`config.mk`:
```
export PLATFORM = sky130hd
export DESIGN_NAME = ready_queue_priority_fifo_unit
export DESIGN_NICKNAME = d
export VERILOG_FILES = /design/src/rtl/core/rqpf_pkg.sv /design/src/rtl/core/rqpf_ram.sv /design/src/rtl/core/rqpf_ctrl.sv /design/src/rtl/core/ready_queue_priority_fifo_unit.sv
export SDC_FILE = /design/constraint.sdc
export NUM_CORES = 1
export LEC_CHECK = 0
export BUFFER_PORTS_ARGS = -buffer_cell sky130_fd_sc_hd__buf_2
export CAP_MARGIN = 10
export CORE_MARGIN = 2
export CORE_UTILIZATION = 45
export DETAILED_ROUTE_END_ITERATION = 8
export GPL_TIMING_DRIVEN = 1
export SLEW_MARGIN = 20
export SYNTH_ARGS = -nofsm -noshare
export SYNTH_HDL_FRONTEND = slang
export SYNTH_HIERARCHICAL = 1
export SYNTH_SLANG_ARGS = --single-unit
```
`constraint.sdc`:
```
create_clock -name clk -period 7.3 [get_ports clk]
set_clock_uncertainty 0.1 [all_clocks]
set_input_delay 0.73 -clock clk [delete_from_list [all_inputs] [get_ports clk]]
set_output_delay 0.73 -clock clk [all_outputs]
set_load 0.02 [all_outputs]
```
`src/rtl/core/rqpf_pkg.sv`:
```
`default_nettype none
// ---------------------------------------------------------------------------
// rqpf_pkg: ready queue priority FIFO shared definitions
// Entry, request and result types plus operation and status codes.
// ---------------------------------------------------------------------------
package rqpf_pkg;

	localparam int DEFAULT_QUEUE_DEPTH = 16;

	localparam logic OP_ENQ = 1'b0;
	localparam logic OP_DEQ = 1'b1;

	localparam logic [1:0] ST_OK    = 2'd0;
	localparam logic [1:0] ST_EMPTY = 2'd1;
	localparam logic [1:0] ST_FULL  = 2'd2;

	typedef struct packed {
		logic [15:0] id;
		logic [7:0]  prio;
	} entry_t;

	localparam int ENTRY_W = $bits(entry_t);

	typedef struct packed {
		logic   op;
		entry_t entry;
	} req_t;

	typedef struct packed {
		logic [1:0]  status;
		logic [15:0] taken_id;
		logic [7:0]  taken_prio;
		logic [4:0]  entry_count;
		logic        is_empty;
	} result_t;

endpackage : rqpf_pkg
`default_nettype wire

```
`src/rtl/core/rqpf_ram.sv`:
```
`default_nettype none
// ---------------------------------------------------------------------------
// rqpf_ram: generic single-write, single-read RAM
// One write port, one read port with registered read data.
// ---------------------------------------------------------------------------
module rqpf_ram #(
	parameter int WIDTH = 8,
	parameter int DEPTH = 16
) (
	input  wire logic                     clk,
	input  wire logic                     wr_en,
	input  wire logic [$clog2(DEPTH)-1:0] wr_addr,
	input  wire logic [WIDTH-1:0]         wr_data,
	input  wire logic                     rd_en,
	input  wire logic [$clog2(DEPTH)-1:0] rd_addr,
	output logic      [WIDTH-1:0]         rd_data
);

	logic [WIDTH-1:0] mem_q [DEPTH];

	always_ff @(posedge clk) begin
		if (wr_en) begin
			mem_q[wr_addr] <= wr_data;
		end
		if (rd_en) begin
			rd_data <= mem_q[rd_addr];
		end
	end

endmodule : rqpf_ram
`default_nettype wire

```
`src/rtl/core/rqpf_ctrl.sv`:
```
`default_nettype none
// ---------------------------------------------------------------------------
// rqpf_ctrl: queue sequencer
// Holds the entry RAM and count, scans for the entry to take with one
// shared compare, then closes the gap one entry per cycle.
// ---------------------------------------------------------------------------
module rqpf_ctrl #(
	parameter int QUEUE_DEPTH = rqpf_pkg::DEFAULT_QUEUE_DEPTH
) (
	input  wire logic              clk,
	input  wire logic              arst_n,
	input  wire logic              start,
	input  wire rqpf_pkg::req_t    req,
	input  wire logic              fifo_mode,
	output logic                   idle,
	output logic                   done,
	output rqpf_pkg::result_t      res
);
	import rqpf_pkg::*;

	localparam int ADDR_W = $clog2(QUEUE_DEPTH);
	localparam int CNT_W  = $clog2(QUEUE_DEPTH + 1);
	localparam logic [CNT_W-1:0] FULL_CNT = CNT_W'(QUEUE_DEPTH);

	localparam logic [1:0] S_IDLE = 2'd0;
	localparam logic [1:0] S_SCAN = 2'd1;
	localparam logic [1:0] S_MOVE = 2'd2;
	localparam logic [1:0] S_DONE = 2'd3;

	logic [1:0]        state_q;
	logic [CNT_W-1:0]  count_q;
	logic [CNT_W-1:0]  rd_ptr_q;
	logic [CNT_W-1:0]  limit_q;
	logic              vld_s1;
	logic [ADDR_W-1:0] idx_s1;
	logic [ADDR_W-1:0] best_idx_q;
	entry_t            best_q;
	result_t           res_q;

	logic              issue;
	logic              last;
	logic              take_new;
	logic [ADDR_W-1:0] sel_idx;
	entry_t            sel_entry;
	logic [CNT_W-1:0]  sel_next;
	logic [CNT_W-1:0]  count_dec;
	logic              full;

	logic              wr_en;
	logic [ADDR_W-1:0] wr_addr;
	logic [ENTRY_W-1:0] wr_data;
	logic [ENTRY_W-1:0] rd_raw;
	entry_t            rd_data;

	rqpf_ram #(
		.WIDTH (ENTRY_W),
		.DEPTH (QUEUE_DEPTH)
	) u_ram (
		.clk     (clk),
		.wr_en   (wr_en),
		.wr_addr (wr_addr),
		.wr_data (wr_data),
		.rd_en   (issue),
		.rd_addr (rd_ptr_q[ADDR_W-1:0]),
		.rd_data (rd_raw)
	);

	assign rd_data   = entry_t'(rd_raw);
	assign full      = (count_q == FULL_CNT);
	assign count_dec = count_q - 1'b1;

	// one read per cycle in scan and move, its index registered alongside the read data
	assign issue = ((state_q == S_SCAN) || (state_q == S_MOVE)) && (rd_ptr_q < limit_q);
	assign last  = vld_s1 && (CNT_W'(idx_s1) == (limit_q - 1'b1));

	// strict less keeps the earliest of equal priorities
	assign take_new  = (state_q == S_SCAN) && vld_s1 &&
		((idx_s1 == '0) || (rd_data.prio < best_q.prio));
	assign sel_idx   = take_new ? idx_s1  : best_idx_q;
	assign sel_entry = take_new ? rd_data : best_q;
	assign sel_next  = CNT_W'(sel_idx) + 1'b1;

	always_comb begin
		wr_en   = 1'b0;
		wr_addr = count_q[ADDR_W-1:0];
		wr_data = req.entry;
		if ((state_q == S_IDLE) && start && (req.op == OP_ENQ) && !full) begin
			wr_en = 1'b1;
		end else if ((state_q == S_MOVE) && vld_s1) begin
			wr_en   = 1'b1;
			wr_addr = idx_s1 - 1'b1;
			wr_data = rd_data;
		end
	end

	always_ff @(posedge clk or negedge arst_n) begin
		if (!arst_n) begin
			state_q <= S_IDLE;
			count_q <= '0;
			vld_s1  <= 1'b0;
		end else begin
			vld_s1 <= issue;
			if (issue) begin
				rd_ptr_q <= rd_ptr_q + 1'b1;
				idx_s1   <= rd_ptr_q[ADDR_W-1:0];
			end
			if (take_new) begin
				best_idx_q <= idx_s1;
				best_q     <= rd_data;
			end
			unique case (state_q)
				S_IDLE: begin
					if (start) begin
						res_q.taken_id   <= '0;
						res_q.taken_prio <= '0;
						if (req.op == OP_ENQ) begin
							if (full) begin
								res_q.status      <= ST_FULL;
								res_q.entry_count <= 5'(count_q);
								res_q.is_empty    <= (count_q == '0);
							end else begin
								count_q           <= count_q + 1'b1;
								res_q.status      <= ST_OK;
								res_q.entry_count <= 5'(count_q + 1'b1);
								res_q.is_empty    <= 1'b0;
							end
							state_q <= S_DONE;
						end else if (count_q == '0) begin
							res_q.status      <= ST_EMPTY;
							res_q.entry_count <= '0;
							res_q.is_empty    <= 1'b1;
							state_q           <= S_DONE;
						end else begin
							rd_ptr_q <= '0;
							limit_q  <= fifo_mode ? CNT_W'(1) : count_q;
							state_q  <= S_SCAN;
						end
					end
				end
				S_SCAN: begin
					if (last) begin
						res_q.status      <= ST_OK;
						res_q.taken_id    <= sel_entry.id;
						res_q.taken_prio  <= sel_entry.prio;
						res_q.entry_count <= 5'(count_dec);
						res_q.is_empty    <= (count_dec == '0);
						if (sel_next < count_q) begin
							rd_ptr_q <= sel_next;
							limit_q  <= count_q;
							state_q  <= S_MOVE;
						end else begin
							count_q <= count_dec;
							state_q <= S_DONE;
						end
					end
				end
				S_MOVE: begin
					if (last) begin
						count_q <= count_dec;
						state_q <= S_DONE;
					end
				end
				S_DONE: begin
					state_q <= S_IDLE;
				end
				default: begin
					state_q <= S_IDLE;
				end
			endcase
		end
	end

	assign idle = (state_q == S_IDLE);
	assign done = (state_q == S_DONE);
	assign res  = res_q;

endmodule : rqpf_ctrl
`default_nettype wire

```
`src/rtl/core/ready_queue_priority_fifo_unit.sv`:
```
`default_nettype none
// ---------------------------------------------------------------------------
// ready_queue_priority_fifo_unit: bounded ready queue of process entries
// Enqueue at the tail; dequeue the head (FIFO mode) or the lowest priority
// value, earliest on ties. One result item per input item.
// ---------------------------------------------------------------------------
//  channel  direction  handshake               payload
//  in       input      in_valid / in_ready     operation, proc_id, prio_value
//  out      output     out_valid / out_ready   status, taken_id, taken_prio,
//                                              entry_count, is_empty
//  cfg      input      cfg_write_en            cfg_write_data (fifo_mode)
//
//  Enqueue: the entry is written at the tail on accept. Dequeue: the
//  sequencer scans the entries (only the head in FIFO mode, all of them
//  otherwise), then moves each entry behind the taken one up one place;
//  the move pass is skipped when no entry sits behind it. The single RAM
//  read port serves both scan and compaction, one entry per cycle.
//  One item at a time: in_ready is low from accept until the sequencer is idle.
//  The result waits in an output register; out_ready low stalls only the next
//  accept. Reset empties the queue and clears fifo_mode; no clearing pass.
// ---------------------------------------------------------------------------
module ready_queue_priority_fifo_unit #(
	parameter int QUEUE_DEPTH = rqpf_pkg::DEFAULT_QUEUE_DEPTH
) (
	input  wire logic        clk,
	input  wire logic        arst_n,
	input  wire logic        in_valid,
	output logic             in_ready,
	input  wire logic        operation,
	input  wire logic [15:0] proc_id,
	input  wire logic [7:0]  prio_value,
	output logic             out_valid,
	input  wire logic        out_ready,
	output logic [1:0]       status,
	output logic [15:0]      taken_id,
	output logic [7:0]       taken_prio,
	output logic [4:0]       entry_count,
	output logic             is_empty,
	input  wire logic        cfg_write_en,
	input  wire logic        cfg_write_data
);
	import rqpf_pkg::*;

	logic    fifo_mode_q;
	logic    out_valid_q;
	result_t out_res_q;
	logic    ctrl_idle;
	logic    ctrl_done;
	result_t ctrl_res;
	req_t    req;
	logic    accept;

	assign req.op         = operation;
	assign req.entry.id   = proc_id;
	assign req.entry.prio = prio_value;

	// the slot is free or draining at accept, so it is empty when the result lands
	assign in_ready = ctrl_idle && (!out_valid_q || out_ready);
	assign accept   = in_valid && in_ready;

	rqpf_ctrl #(
		.QUEUE_DEPTH (QUEUE_DEPTH)
	) u_ctrl (
		.clk       (clk),
		.arst_n    (arst_n),
		.start     (accept),
		.req       (req),
		.fifo_mode (fifo_mode_q),
		.idle      (ctrl_idle),
		.done      (ctrl_done),
		.res       (ctrl_res)
	);

	always_ff @(posedge clk or negedge arst_n) begin
		if (!arst_n) begin
			fifo_mode_q <= 1'b0;
			out_valid_q <= 1'b0;
		end else begin
			if (cfg_write_en) begin
				fifo_mode_q <= cfg_write_data;
			end
			if (ctrl_done) begin
				out_valid_q <= 1'b1;
			end else if (out_ready) begin
				out_valid_q <= 1'b0;
			end
		end
	end

	always_ff @(posedge clk) begin
		if (ctrl_done) begin
			out_res_q <= ctrl_res;
		end
	end

	assign out_valid   = out_valid_q;
	assign status      = out_res_q.status;
	assign taken_id    = out_res_q.taken_id;
	assign taken_prio  = out_res_q.taken_prio;
	assign entry_count = out_res_q.entry_count;
	assign is_empty    = out_res_q.is_empty;

	a_done_slot_free: assert property (@(posedge clk) disable iff (!arst_n)
		ctrl_done |-> !out_valid_q)
		else $error("result produced while output slot still full");

	a_busy_after_accept: assert property (@(posedge clk) disable iff (!arst_n)
		accept |=> !ctrl_idle)
		else $error("sequencer idle right after accept");

	a_empty_flag: assert property (@(posedge clk) disable iff (!arst_n)
		(out_valid_q && (out_res_q.status == ST_EMPTY)) |-> out_res_q.is_empty)
		else $error("empty status without empty flag");

	a_nothing_taken: assert property (@(posedge clk) disable iff (!arst_n)
		(out_valid_q && (out_res_q.status != ST_OK)) |->
			((out_res_q.taken_id == '0) && (out_res_q.taken_prio == '0)))
		else $error("entry reported on a failed item");

endmodule : ready_queue_priority_fifo_unit
`default_nettype wire
```
# [After elaboration in Yosys (flattened, before gate mapping)]
# Memory sizes are Yosys's and may differ from the RTL's. A register that Yosys moved wholly into a read port is not among the register bits.
# Index checks and enable logic that the tools add are counted.
[op_classes] div_mod_pow=0 shifts=0 n_mul=0 add_sub_neg=6 magnitude_cmp=3 n_reduce_logical=28 eq_ne=15 bitwise=1 n_mux=49
[ops] operator="2-to-1 mux 5 bit" n=18
[ops] operator="2-to-1 mux 24 bit" n=3
[ops] operator="2-to-1 mux 32 bit" n=2
[ops] operator="one-hot mux 32 bit (2 select lines)" n=1
[ops] operator="one-hot mux 5 bit (2 select lines)" n=2
[ops] operator="2-to-1 mux 6 bit" n=3
[ops] operator="2-to-1 mux 2 bit" n=8
[ops] operator="one-hot mux 5 bit (3 select lines)" n=1
[ops] operator="AND reduction 7 bit" n=2
[ops] operator="2-to-1 mux 4 bit" n=3
[ops] operator="!= test 2 bit (second input constant)" n=6
[ops] operator="adder 5 x 1 -> 5 bit (second input constant)" n=2
[ops] operator="logical AND 1 bit" n=10
[ops] operator="logical NOT 5 bit" n=2
[ops] operator="less-than comparator 5 bit" n=2
[ops] operator="subtractor 5 x 1 -> 5 bit (second input constant)" n=2
[ops] operator="less-than comparator 8 bit" n=1
[ops] operator="one-hot mux 2 bit (4 select lines)" n=1
[ops] operator="2-to-1 mux 1 bit" n=7
[ops] operator="!= test 2 x 1 -> 1 bit (second input constant)" n=3
[ops] operator="adder 4 x 1 -> 5 bit (second input constant)" n=1
[ops] operator="equality test 4 x 5 -> 1 bit" n=1
[ops] operator="equality test 5 bit (second input constant)" n=1
[ops] operator="AND reduction 5 bit" n=1
[ops] operator="14 further kinds" n=19
[word_totals] in_bits=31 out_inout_bits=34 romBits=0 mem_bits_rw=384 n_memories=1 register_bits=116 word_cells=124 latchBits=0
[mem_list] memory="u_ctrl.u_ram.mem_q" depth=16 word_bits=24 read_ports=1 rd_clocked_by_memory_dff=1 wr=1 line_no="rqpf_ram.sv:19" text="logic [WIDTH-1:0] mem_q [DEPTH];"

# [Depth between registers and ports, before layout]
# Gate-level depths: netlist of the first run.
[depth] word_depth=10 mapped_depth=21 ltp_nobuf=18

# [By module]
# Netlist of the first run, hierarchy kept.
[by_module_without_submodules] module="rqpf_ram" cells_each=636 instances=1 area_each_um2=15170.8 seq_area_each_um2=12251.8
[by_module_without_submodules] module="rqpf_ctrl" cells_each=414 instances=1 area_each_um2=4803.4 seq_area_each_um2=2422.3
[by_module_without_submodules] module="ready_queue_priority_fifo_unit" cells_each=39 instances=1 area_each_um2=1058.5 seq_area_each_um2=1011.0

# [Worst setup path after synthesis of the first run]
# OpenSTA, ideal clock, no wires.
[synth_path] path_type="reg2reg" start="register u_ctrl.idx_s1[0]" end="register u_ctrl.limit_q[0] (enable)" path_stages_with_launch=21 t_arrival_ns=4.692 setup_ns=0.377 setup_slack_ns=2.130 synth_period_minus_slack_ns=5.170 required_ns=6.823 n_path_buf=3 cell_sequence="edfxtp_1 > clkbuf_1 > inv_1 > ha_1 > or3b_4 > nand2_2 > o2111ai_2 > nor2_1 > buf_2 > buf_2 > mux2_2 > ha_1 > xor2_1 > inv_1 > ha_1 > a21o_1 > a311oi_1 > nand2_1 > nor3_1 > o311ai_4 > a221oi_1"
[synth_via] elab_chain_len=8 elab_cells_between_ends=11 cone_classes="add/sub (1); order compare (1); eq/ne (3); mux (1); reduce/logical (5)"
[synth_lines] element="start: declaration" line_no="rqpf_ctrl.sv:35" text="logic [ADDR_W-1:0] idx_s1;"
[synth_lines] element="start signal: assignment" line_no="rqpf_ctrl.sv:105" text="idx_s1 <= rd_ptr_q[ADDR_W-1:0];"
[synth_lines] element="logical NOT 4 bit" line_no="rqpf_ctrl.sv:78" text="((idx_s1 == '0) || (rd_data.prio < best_q.prio));"
[synth_lines] element="logical OR 1 bit" line_no="rqpf_ctrl.sv:78"
[synth_lines] element="logical AND 1 bit" line_no="rqpf_ctrl.sv:77" text="assign take_new = (state_q == S_SCAN) && vld_s1 &&"
[synth_lines] element="2-to-1 mux 4 bit" line_no="rqpf_ctrl.sv:79" text="assign sel_idx = take_new ? idx_s1 : best_idx_q;"
[synth_lines] element="net u_ctrl.sel_idx[1]" line_no="rqpf_ctrl.sv:43" text="logic [ADDR_W-1:0] sel_idx;"
[synth_lines] element="adder 4 x 1 -> 5 bit" line_no="rqpf_ctrl.sv:81" text="assign sel_next = CNT_W'(sel_idx) + 1'b1;"
[synth_lines] element="less-than comparator 5 bit" line_no="rqpf_ctrl.sv:147" text="if (sel_next < count_q) begin"
[synth_lines] element="!= test 2 bit (no source line)"
[synth_lines] element="AND reduction 7 bit (no source line)"
[synth_lines] element="end signal: assignment" line_no="rqpf_ctrl.sv:135" text="limit_q <= fifo_mode ? CNT_W'(1) : count_q;"
[synth_lines] element="end signal: assignment" line_no="rqpf_ctrl.sv:149" text="limit_q <= count_q;"
[synth_lines] element="end: declaration" line_no="rqpf_ctrl.sv:33" text="logic [CNT_W-1:0] limit_q;"
# The timed path passes the listed nets, and every way through them passes these cells.
# A chain may end at the register's enable or synchronous reset.

# [Worst setup path in the final report of the first run]
[layout_path] start="register u_ctrl.idx_s1[0]" end="register u_ctrl.limit_q[2] (enable)"
# The elaborated chain is that of the path after synthesis.

==> impl_results.md, run 1 <==
- Post-synthesis sequential area ratio: 0.746
- Critical Path Start Type: flip-flop
- CTS-repair resized insts: 0
- EDFF count, synth: 514
- Lkg Pwr: 7.93 nW
- Setup repair bufs after CTS: 0
- Die Outline Area: 48,500 µm²
- Final nets: 1,234
- Critical Path Stages: 17
- Post-Syn Nets: 1,148
- Post-route ant nets: 0
- CTS tree: done
- Starting Density: 0.454
- Worst-Margin Slew: 1.14 ns
- Post-route minimum period: 6.03 ns
- Slew margin rel.: 0.240
- 1st-iter DRT viols: 941
- Share of cells above drive strength 1: 0.287
- Power Density: 410 nW/µm²
- Gpl congestion: 0.849
- Placed instance count: 1,728
- RSZ-0062 raised after global routing: false
- Top-count cell post-synth: edfxtp_1
- Fin. max-slew vios: 0
- Number of inserted diodes: 0
- Endpoints failing setup: 0
- Hold Path Class: in2async
- First-pass GRT wire length: 67,400 µm
- Status: finished clean
- Worst path most repeated cell: ha_1
- Worst reg-to-reg setup slack: 1.27 ns
- Global routing's busiest layer: met2
- Vias: 10,400
- GR Util met3: 0.0302
- DR pass1 iterations: 5
- Post-synth cell types: 59
- Worst Setup SP: u_ctrl/idx_s1[0]
- Die Span Y: 220 µm
- HPWL Detailed: 25,300 µm
- Final WL: 46,100 µm
- CTS sink count: 524
- Port bufs: 64
- Layout Area Growth over Synthesis: 14.3%
- Hold_ws: 0.136 ns
- Setup CP Type: reg2reg
- Synth Cell Area: 21,000 µm²
- Met2 Use GR: 0.322
- CTS root buf: clkbuf_16
- Biggest area consumer among synthesized cells: edfxtp_1
- Post-synthesis register bit count: 524
- Synth top cells by count: edfxtp_1, mux4_2, nand2_1
- Core ar.: 46,400 µm²
- # IOs: 65
- Setup crit end kind: flip-flop
- R2r startpoint: u_ctrl/idx_s1[0]
- Worst skew pair latency: 0.60 ns
- WP buf/inv: 2
- Pre-CTS setup slack: 1.29 ns
- Worst endpoint required time: 7.41 ns
- Ys flop type: edfxtp_1
- Synthesized area per cell: 19.3 µm²
- Number of antenna violations at the first check in global routing: 1
- Met1 usage: 0.264
- # rows: 79
- Endpoints failing hold: 0
- Final WS setup: 1.27 ns
- Worst-path clk slew: 0.06 ns
- Critical Path, Cell by Cell: inv_1 > ha_1 > or3b_4 > nand2_2 > o2111ai_2 > nor2_4 > mux2_2 > ha_1 > xor2_1 > inv_1 > ha_1 > a21o_1 > a311oi_1 > nand2_1 > nor3_1 > o311ai_4 > a221oi_1
- Vias per cell: 5.72
- Synth async-reset ratio: 0.0191
- Top Family by Delay on Critical Path: simple AND/OR/NAND/NOR gates
- Worst r2r dst: u_ctrl/limit_q[2]
- DRC violations left: 0
- Synth area leaders: edfxtp_1, mux4_2, mux2_2, a22oi_1, ha_1
- Tot Pwr: 0.00985 W
- MaxCap Viol Count: 0
- Wirelength per Cell: 25.3 µm
- WP data arrival: 6.14 ns
- Clock Tree Buf Depth: 3
- Vias in the first global route: 10,300
- Aggregate negative setup slack: 0 ns
- Gr ovfl total: 0
- Yosys warns: 6
- Syn Inst Count: 1,089
- Final std cells w/o fill: 1,822
- CTS hold repair buffers: 0
- Crit path capture: u_ctrl/limit_q[2]
- Post-synth top area share: 0.734
- Largest net degree at the start of global routing: 102
- Worst Path Max Fanout: 39
- Largest stage delay, worst path: 0.83 ns
- Worst VDD drop: 0.000469 V
- R2R cell count: 17
- Htree depth: 2
- Slowest cell on crit path: nor2_4
- Tcrit/Tclk final: 0.826
- TritonCTS Buffers: 52
- Fmax achieved: 0.166 GHz
- Die width: 220 µm
- All-Layer GR Usage: 0.193
[worst min path at each step]
stage	startpoint	end	slack (ns)
3_5_place_dp	u_ctrl/res[3]	entry_count[2]	0.30
4_1_cts	arst_n	u_ctrl/count_q[1]	0.14
2_1_floorplan	u_ctrl/res[1]	entry_count[0]	0.30
5_1_grt	arst_n	fifo_mode_q	0.18
3_3_place_gp	u_ctrl/res[27]	taken_id[13]	0.30
6_report	arst_n	out_valid	0.14
[cell usage in the layout, fill, tap and decap left out, drive strengths merged, types with 28 or more instances in the layout]
cell,n
nand2,56
clkbuf,53
nor2,30
edfxtp,514
mux4,96
and2,30
mux2,48
buf,86
a22oi,48
ha,28
inv,30
[metrics by stage]
step	utilization	area, µm²
after global routing	0.518	24000
after detailed placement	0.480	22200
after CTS	0.518	24000
final	0.518	24000
after floorplan	-	21000
after global placement	0.478	22200
[cells by family after synthesis]
kind of cell             after synthesis  synth area share
flip-flops                           524             0.746
multiplexers                         151             0.132
AO/OA/AOI/OAI                        119            0.0406
adder cells (fa/ha/maj)               28            0.0167
XOR/XNOR                              20           0.00833
AND/OR/NAND/NOR                      165            0.0388
buffers and inverters                 82            0.0178
[sequential cells by signal, summed over array words and instances (netlist names), 4 cells and up]
| signal | flops |
|---|---|
| entry_count | 5 |
| u_ctrl/rd_ptr_q | 5 |
| u_ctrl/best_q | 24 |
| taken_prio | 8 |
| u_ctrl/u_ram/rd_data | 24 |
| u_ctrl/u_ram/mem_q | 384 |
| u_ctrl/best_idx_q | 4 |
| u_ctrl/count_q | 5 |
| u_ctrl/limit_q | 5 |
| taken_id | 16 |
| u_ctrl/res | 32 |
| u_ctrl/idx_s1 | 4 |
[area by class of cell]
| type | instances | area, µm² |
|---|---|---|
| clock buffer | 53 | 1310 |
| fill | 3662 | 22300 |
| timing repair buffer | 86 | 558 |
| clock inverter | 41 | 487 |
| tap | 607 | 759 |
| inverter | 28 | 105 |
| sequential | 524 | 15700 |
| multi-input combinational | 483 | 5130 |
[metal layers]
| metal | vias up | share of wire |
|---|---|---|
| met3 | 71 | 0.067 |
| met4 | 0 | 0.023 |
| li1 | 4574 | - |
| met5 | - | 0 |
| met2 | 355 | 0.49 |
| met1 | 5421 | 0.42 |
[where the power goes]
group          internal, W  switching [W]
registers          0.00400       0.000244
clock network      0.00166        0.00115
logic              0.00108        0.00170
Note: power is estimated with default switching activity, not from simulation.
==> inputs of run 2 (changes only) <==
==> constraint.sdc (replaced) <==
create_clock -name clk -period 5.45 [get_ports clk]
set_clock_uncertainty 0.1 [all_clocks]
set_input_delay 0.545 -clock clk [delete_from_list [all_inputs] [get_ports clk]]
set_output_delay 0.545 -clock clk [all_outputs]
set_load 0.02 [all_outputs]
==> run 2 against run 1 <==
  * Clock power up 26%
  * Flip-flop and latch count stayed put
  * Routed wire length up 1.2%
  * Setup slack worse by 0.83 ns
  * Non-clock buffer count is 13 higher
  * Global-route usage grew 0.63 points
  * Critical endpoint is now u_ctrl/limit_q[4]
  * Highest routed layer unchanged
==> impl_results.md, run 2 (synthesized netlist as in run 1, its figures left out) <==
- Worst-path clk slew: 0.06 ns
- Final WL: 46,700 µm
- Setup crit end kind: flip-flop
- CTS tree: done
- Tcrit/Tclk final: 0.919
- WHS Endpoint: fifo_mode_q
- # IOs: 65
- Critical Path Start Type: flip-flop
- Met1 usage: 0.275
- NetSw: 0.00417 W
- Setup CP Type: reg2reg
- Starting Density: 0.454
- Largest reg by FF count: u_ctrl/u_ram/mem_q
- Die Outline Area: 48,500 µm²
- Worst path most repeated cell: ha_1
- Wirelength per Cell: 25.4 µm
- Layout Area Growth over Synthesis: 14.1%
- HPWL Detailed: 25,700 µm
- Vias per cell: 5.68
- Gpl congestion: 0.818
- Fmax achieved: 0.200 GHz
- 1st-iter DRT viols: 1,147
- Number of inserted diodes: 0
- CTS sink count: 524
- Worst skew pair latency: 0.61 ns
- Endpoints failing hold: 0
- Post-layout util: 0.518
- Hold Path Class: in2reg
- Share of cells above drive strength 1: 0.290
- Number of antenna violations at the first check in global routing: 3
- Worst hold stages: 2
- Worst reg-to-reg setup slack: 0.44 ns
- Core ar.: 46,400 µm²
- Clock share of power: 0.271
- Worst r2r dst: u_ctrl/limit_q[4]
- Most frequent cells in the layout: edfxtp_1, mux4_2, buf_2
- Largest stage delay, worst path: 0.46 ns
- Met2 Use GR: 0.327
- Lkg Pwr: 7.94 nW
- Status: finished clean
- Switching Fraction: 0.321
- Vias: 10,500
- Placed instance count: 1,740
- Global routing's busiest layer: met2
- Die Span Y: 220 µm
- Post-route minimum period: 5.01 ns
- CTS root buf: clkbuf_16
- MaxCap Viol Count: 0
- RSZ-0062 raised after global routing: false
- Endpoints failing setup: 0
- Port bufs: 64
- GR Util met3: 0.0404
- Worst Path Max Fanout: 10
- Commonest non-fill, non-tap cell in the layout: edfxtp_1
- Sequential Power Share: 0.438
- Largest net degree at the start of global routing: 101
- TritonCTS Buffers: 53
- Combinational share of power: 0.290
- Vias in the first global route: 10,600
- Slowest cell on crit path: edfxtp_1
- All-Layer GR Usage: 0.199
- Gr ovfl total: 0
- Slew margin rel.: 0.426
- Die width: 220 µm
- Aggregate negative setup slack: 0 ns
- Htree depth: 2
- # rows: 79
- First-pass GRT wire length: 69,500 µm
- Worst endpoint required time: 5.67 ns
- Worst Setup SP: u_ctrl/idx_s1[1]
- DR pass1 iterations: 7
- Worst min-delay path startpoint: cfg_write_data
- Final nets: 1,248
- Largest register FFs: 384
- Post-route ant nets: 0
- Final std cells w/o fill: 1,840
- Clock Tree Buf Depth: 3
- R2R cell count: 18
- Worst VDD drop: 0.000325 V
- Power Density: 542 nW/µm²
- Critical Path, Cell by Cell: inv_1 > ha_1 > or3b_4 > nand2_2 > o2111ai_2 > nor2_4 > mux2_2 > ha_1 > xor2_1 > inv_1 > ha_1 > a21o_1 > a311oi_1 > nand2_1 > nor3_1 > o311ai_4 > a221oi_1 > buf_4
- Hold_ws: 0.0716 ns
- WP data arrival: 5.23 ns
- Worst-Margin Slew: 0.862 ns
- Int Pwr: 0.00883 W
- R2r startpoint: u_ctrl/idx_s1[1]
- DRC violations left: 0
- Fin. max-slew vios: 0
- Number of fill cells: 3,694
## run 2: changes by cell type in the layout (fill, tap and decap cells not counted), sizes merged
cell / change
buf: +12
clkbuf: +8
bufinv: -6
clkinv: +5
clkinvlp: -2
dlygate4sd3: +1
## run 2: timing repair
| item | CTS | global route |
|---|---|---|
| hold endpoints to repair | 10 | 0 |
| resized for setup | 0 | 1 |
| setup endpoints to repair | 0 | 5 |
| hold buffers | 1 | 0 |
| buffers inserted | 0 | 0 |
## run 2: through the flow
stage	instance area (µm²)	worst slack, ns	power (W)
6_report	24000	0.440	0.0130
5_1_grt	24000	0.0865	0.0136
3_3_place_gp	22300	0.273	0.00951
2_1_floorplan	21000	0.280	0.00833
3_5_place_dp	22300	0.248	0.00957
4_1_cts	24000	0.198	0.0131
## run 2: layer usage
metal,share of wire,vias to the layer above
li1,-,4596
met1,0.43,5471
met2,0.49,324
met3,0.062,67
met4,0.018,0
met5,0,-
## run 2: power by group through the flow
stage	clock network, W	registers, W	logic, W
2_1_floorplan	0	0.00571	0.00262
3_3_place_gp	0	0.00576	0.00375
3_5_place_dp	0	0.00577	0.00380
4_1_cts	0.00360	0.00570	0.00381
5_1_grt	0.00377	0.00575	0.00412
6_report	0.00353	0.00570	0.00378
## run 2: worst max-delay path by stage
stage	end	slack, ns	cells after the start
3_5_place_dp	u_ctrl/limit_q[0]	0.25	18
2_1_floorplan	u_ctrl/limit_q[0]	0.28	20
4_1_cts	u_ctrl/limit_q[0]	0.20	18
5_1_grt	u_ctrl/limit_q[4]	0.09	18
6_report	u_ctrl/limit_q[4]	0.44	18
3_3_place_gp	u_ctrl/limit_q[3]	0.27	18
## run 2: critical path: cells and delay by family, from the launching register on
family	cells	cell delay, ns
adder cells (fa/ha/maj)	3	0.65
multiplexers	1	0.36
XOR/XNOR	1	0.23
buffers and inverters	3	0.39
AO/OA/AOI/OAI	5	1.34
flip-flops	1	0.46
AND/OR/NAND/NOR	5	1.17
## run 2: final cells by class
cell class              count  area [µm²]  area share
well taps                 607         759      0.0316
multi-input cells         483        5140       0.214
clock buffers              61        1380      0.0573
clock inverters            38         310      0.0129
repair buffers             99         623      0.0260
inverters                  28         105     0.00438
flip-flops and latches    524       15700       0.654
==> inputs of run 3 (changes only) <==
--- a/config.mk
+++ b/config.mk
@@ -11,6 +11,7 @@
 export CORE_UTILIZATION = 45
 export DETAILED_ROUTE_END_ITERATION = 8
 export GPL_TIMING_DRIVEN = 1
+export REMOVE_ABC_BUFFERS = 1
 export SLEW_MARGIN = 20
 export SYNTH_ARGS = -nofsm -noshare
 export SYNTH_HDL_FRONTEND = slang
==> run 3 against run 2 <==
  * Clock power fell by 3%
  * Sequential share of layout area grew 0.20 points
  * Utilization down 0.16 points
  * Routed wire length grew 3.2%
  * Global-route usage up 0.55 points
  * Setup slack got worse by 0.0088 ns
  * Combinational power up 2%
  * Highest routed layer unchanged
  * Largest power group unchanged
==> impl_results.md, run 3 (synthesized netlist as in run 1, its figures left out) <==
- Worst VDD drop: 0.000341 V
- Worst skew pair latency: 0.60 ns
- HPWL Detailed: 25,800 µm
- Commonest non-fill, non-tap cell in the layout: edfxtp_1
- DP Area: 22,300 µm²
- Tcrit/Tclk final: 0.921
- Tot Pwr: 0.0129 W
- Wirelength per Cell: 26.2 µm
- Worst reg-to-reg setup slack: 0.43 ns
- Die Span Y: 220 µm
- Largest stage delay, worst path: 0.51 ns
- Port bufs: 64
- Largest register FFs: 384
- # rows: 79
- Die width: 220 µm
- Worst-path clk slew: 0.06 ns
- Placed instance count: 1,742
- DRC violations left: 0
- MaxCap Viol Count: 0
- CTS sink count: 524
- Setup repair bufs after CTS: 0
- Final WS setup: 0.432 ns
- Worst Setup SP: u_ctrl/idx_s1[0]
- Largest reg by FF count: u_ctrl/u_ram/mem_q
- WP data arrival: 5.23 ns
- R2r startpoint: u_ctrl/idx_s1[0]
- Critical Path, Cell by Cell: inv_1 > ha_1 > or3b_4 > nand2_2 > o2111ai_2 > nor2_4 > mux2_2 > ha_1 > xor2_1 > inv_1 > ha_1 > a21o_1 > a311oi_1 > nand2_1 > nor3_1 > o311ai_4 > a221oi_1 > buf_4
- Setup crit end kind: flip-flop
- All-Layer GR Usage: 0.205
- DR pass1 iterations: 5
- Worst path most repeated cell: ha_1
- Core ar.: 46,400 µm²
- CTS root buf: clkbuf_16
- Vias per cell: 5.79
- Layout Area Growth over Synthesis: 13.8%
- Worst Path Max Fanout: 10
- Worst-Margin Slew: 0.956 ns
- Crit path capture: u_ctrl/limit_q[4]
- Gpl congestion: 0.784
- CTS tree: done
- Design area: 23,900 µm²
- Number of fill cells: 3,646
- Setup CP Type: reg2reg
- Vias: 10,600
- Gr ovfl total: 0
- Most frequent cells in the layout: edfxtp_1, mux4_2, buf_2
- Final nets: 1,250
- Number of antenna violations at the first check in global routing: 0
- Largest net degree at the start of global routing: 101
- Endpoints failing setup: 0
- Endpoints failing hold: 0
- Number of inserted diodes: 0
- Final std cells w/o fill: 1,838
- Htree depth: 2
- Fin. max-slew vios: 0
- Clock Tree Buf Depth: 3
- # IOs: 65
- Final WL: 48,200 µm
- Vias in the first global route: 10,800
- Critical Path Start Type: flip-flop
- 1st-iter DRT viols: 1,116
- Slew margin rel.: 0.363
- Die Outline Area: 48,500 µm²
- First-pass GRT wire length: 71,000 µm
- Worst r2r dst: u_ctrl/limit_q[4]
- Post-route minimum period: 5.02 ns
- Pre-CTS setup slack: 0.368 ns
- Slowest cell on crit path: edfxtp_1
- R2R cell count: 18
- Power Density: 540 nW/µm²
- Aggregate negative setup slack: 0 ns
- Fmax achieved: 0.199 GHz
- Status: finished clean
- Worst endpoint required time: 5.66 ns
- Post-route ant nets: 0
- Lkg Pwr: 7.90 nW
- Share of cells above drive strength 1: 0.287
- CTS hold repair buffers: 0
- TritonCTS Buffers: 54
- Hold Path Class: in2async
- RSZ-0062 raised after global routing: false
- Starting Density: 0.454
## run 3: layout make-up
type	count	area (µm²)	area share
timing repair buffer	100	653	0.0273
multi-input combinational	483	5100	0.213
sequential	524	15700	0.656
inverter	28	105	0.00439
clock buffer	64	1410	0.0589
tap	607	759	0.0317
clock inverter	32	211	0.00884
## run 3: critical path, delay by kind of cell, from the launching register on
family	cells	cell delay [ns]
multiplexers	1	0.37
AND/OR/NAND/NOR	5	1.18
XOR/XNOR	1	0.21
buffers and inverters	3	0.39
AO/OA/AOI/OAI	5	1.30
flip-flops	1	0.51
adder cells (fa/ha/maj)	3	0.66
## run 3: worst min-delay path by stage
stage,cells after the start,from,endpoint
6_report,2,arst_n,u_ctrl/count_q[0]
3_5_place_dp,0,u_ctrl/res[1],entry_count[0]
2_1_floorplan,0,arst_n,fifo_mode_q
3_3_place_gp,0,u_ctrl/res[30],status[0]
4_1_cts,2,cfg_write_data,fifo_mode_q
5_1_grt,2,cfg_write_data,fifo_mode_q
## run 3: timing repair
item	4_1_cts	5_1_grt
endpoints found under the hold margin	0	0
setup endpoints to repair	0	5
gates resized for setup	0	1
## run 3: power breakdown
group | internal (W) | switching [W] | total, W
clock network | 0.00193 | 0.00149 | 0.00342
registers | 0.00536 | 0.000276 | 0.00564
logic | 0.00147 | 0.00238 | 0.00385
## run 3: routing by layer
| metal | routed length [µm] | vias up | global-route usage |
|---|---|---|---|
| li1 | - | 4614 | - |
| met1 | 21500 | 5629 | 0.296 |
| met2 | 22900 | 323 | 0.323 |
| met3 | 2770 | 77 | 0.0386 |
| met4 | 956 | 0 | 0.0528 |
| met5 | 0 | - | 0 |
## run 3: metrics by stage
step / util / hold slack [ns]
after floorplan: - / 0.149
after global placement: 0.481 / 0.301
after detailed placement: 0.481 / 0.305
after CTS: 0.516 / 0.0527
after global routing: 0.516 / 0.0641
final: 0.516 / 0.0687
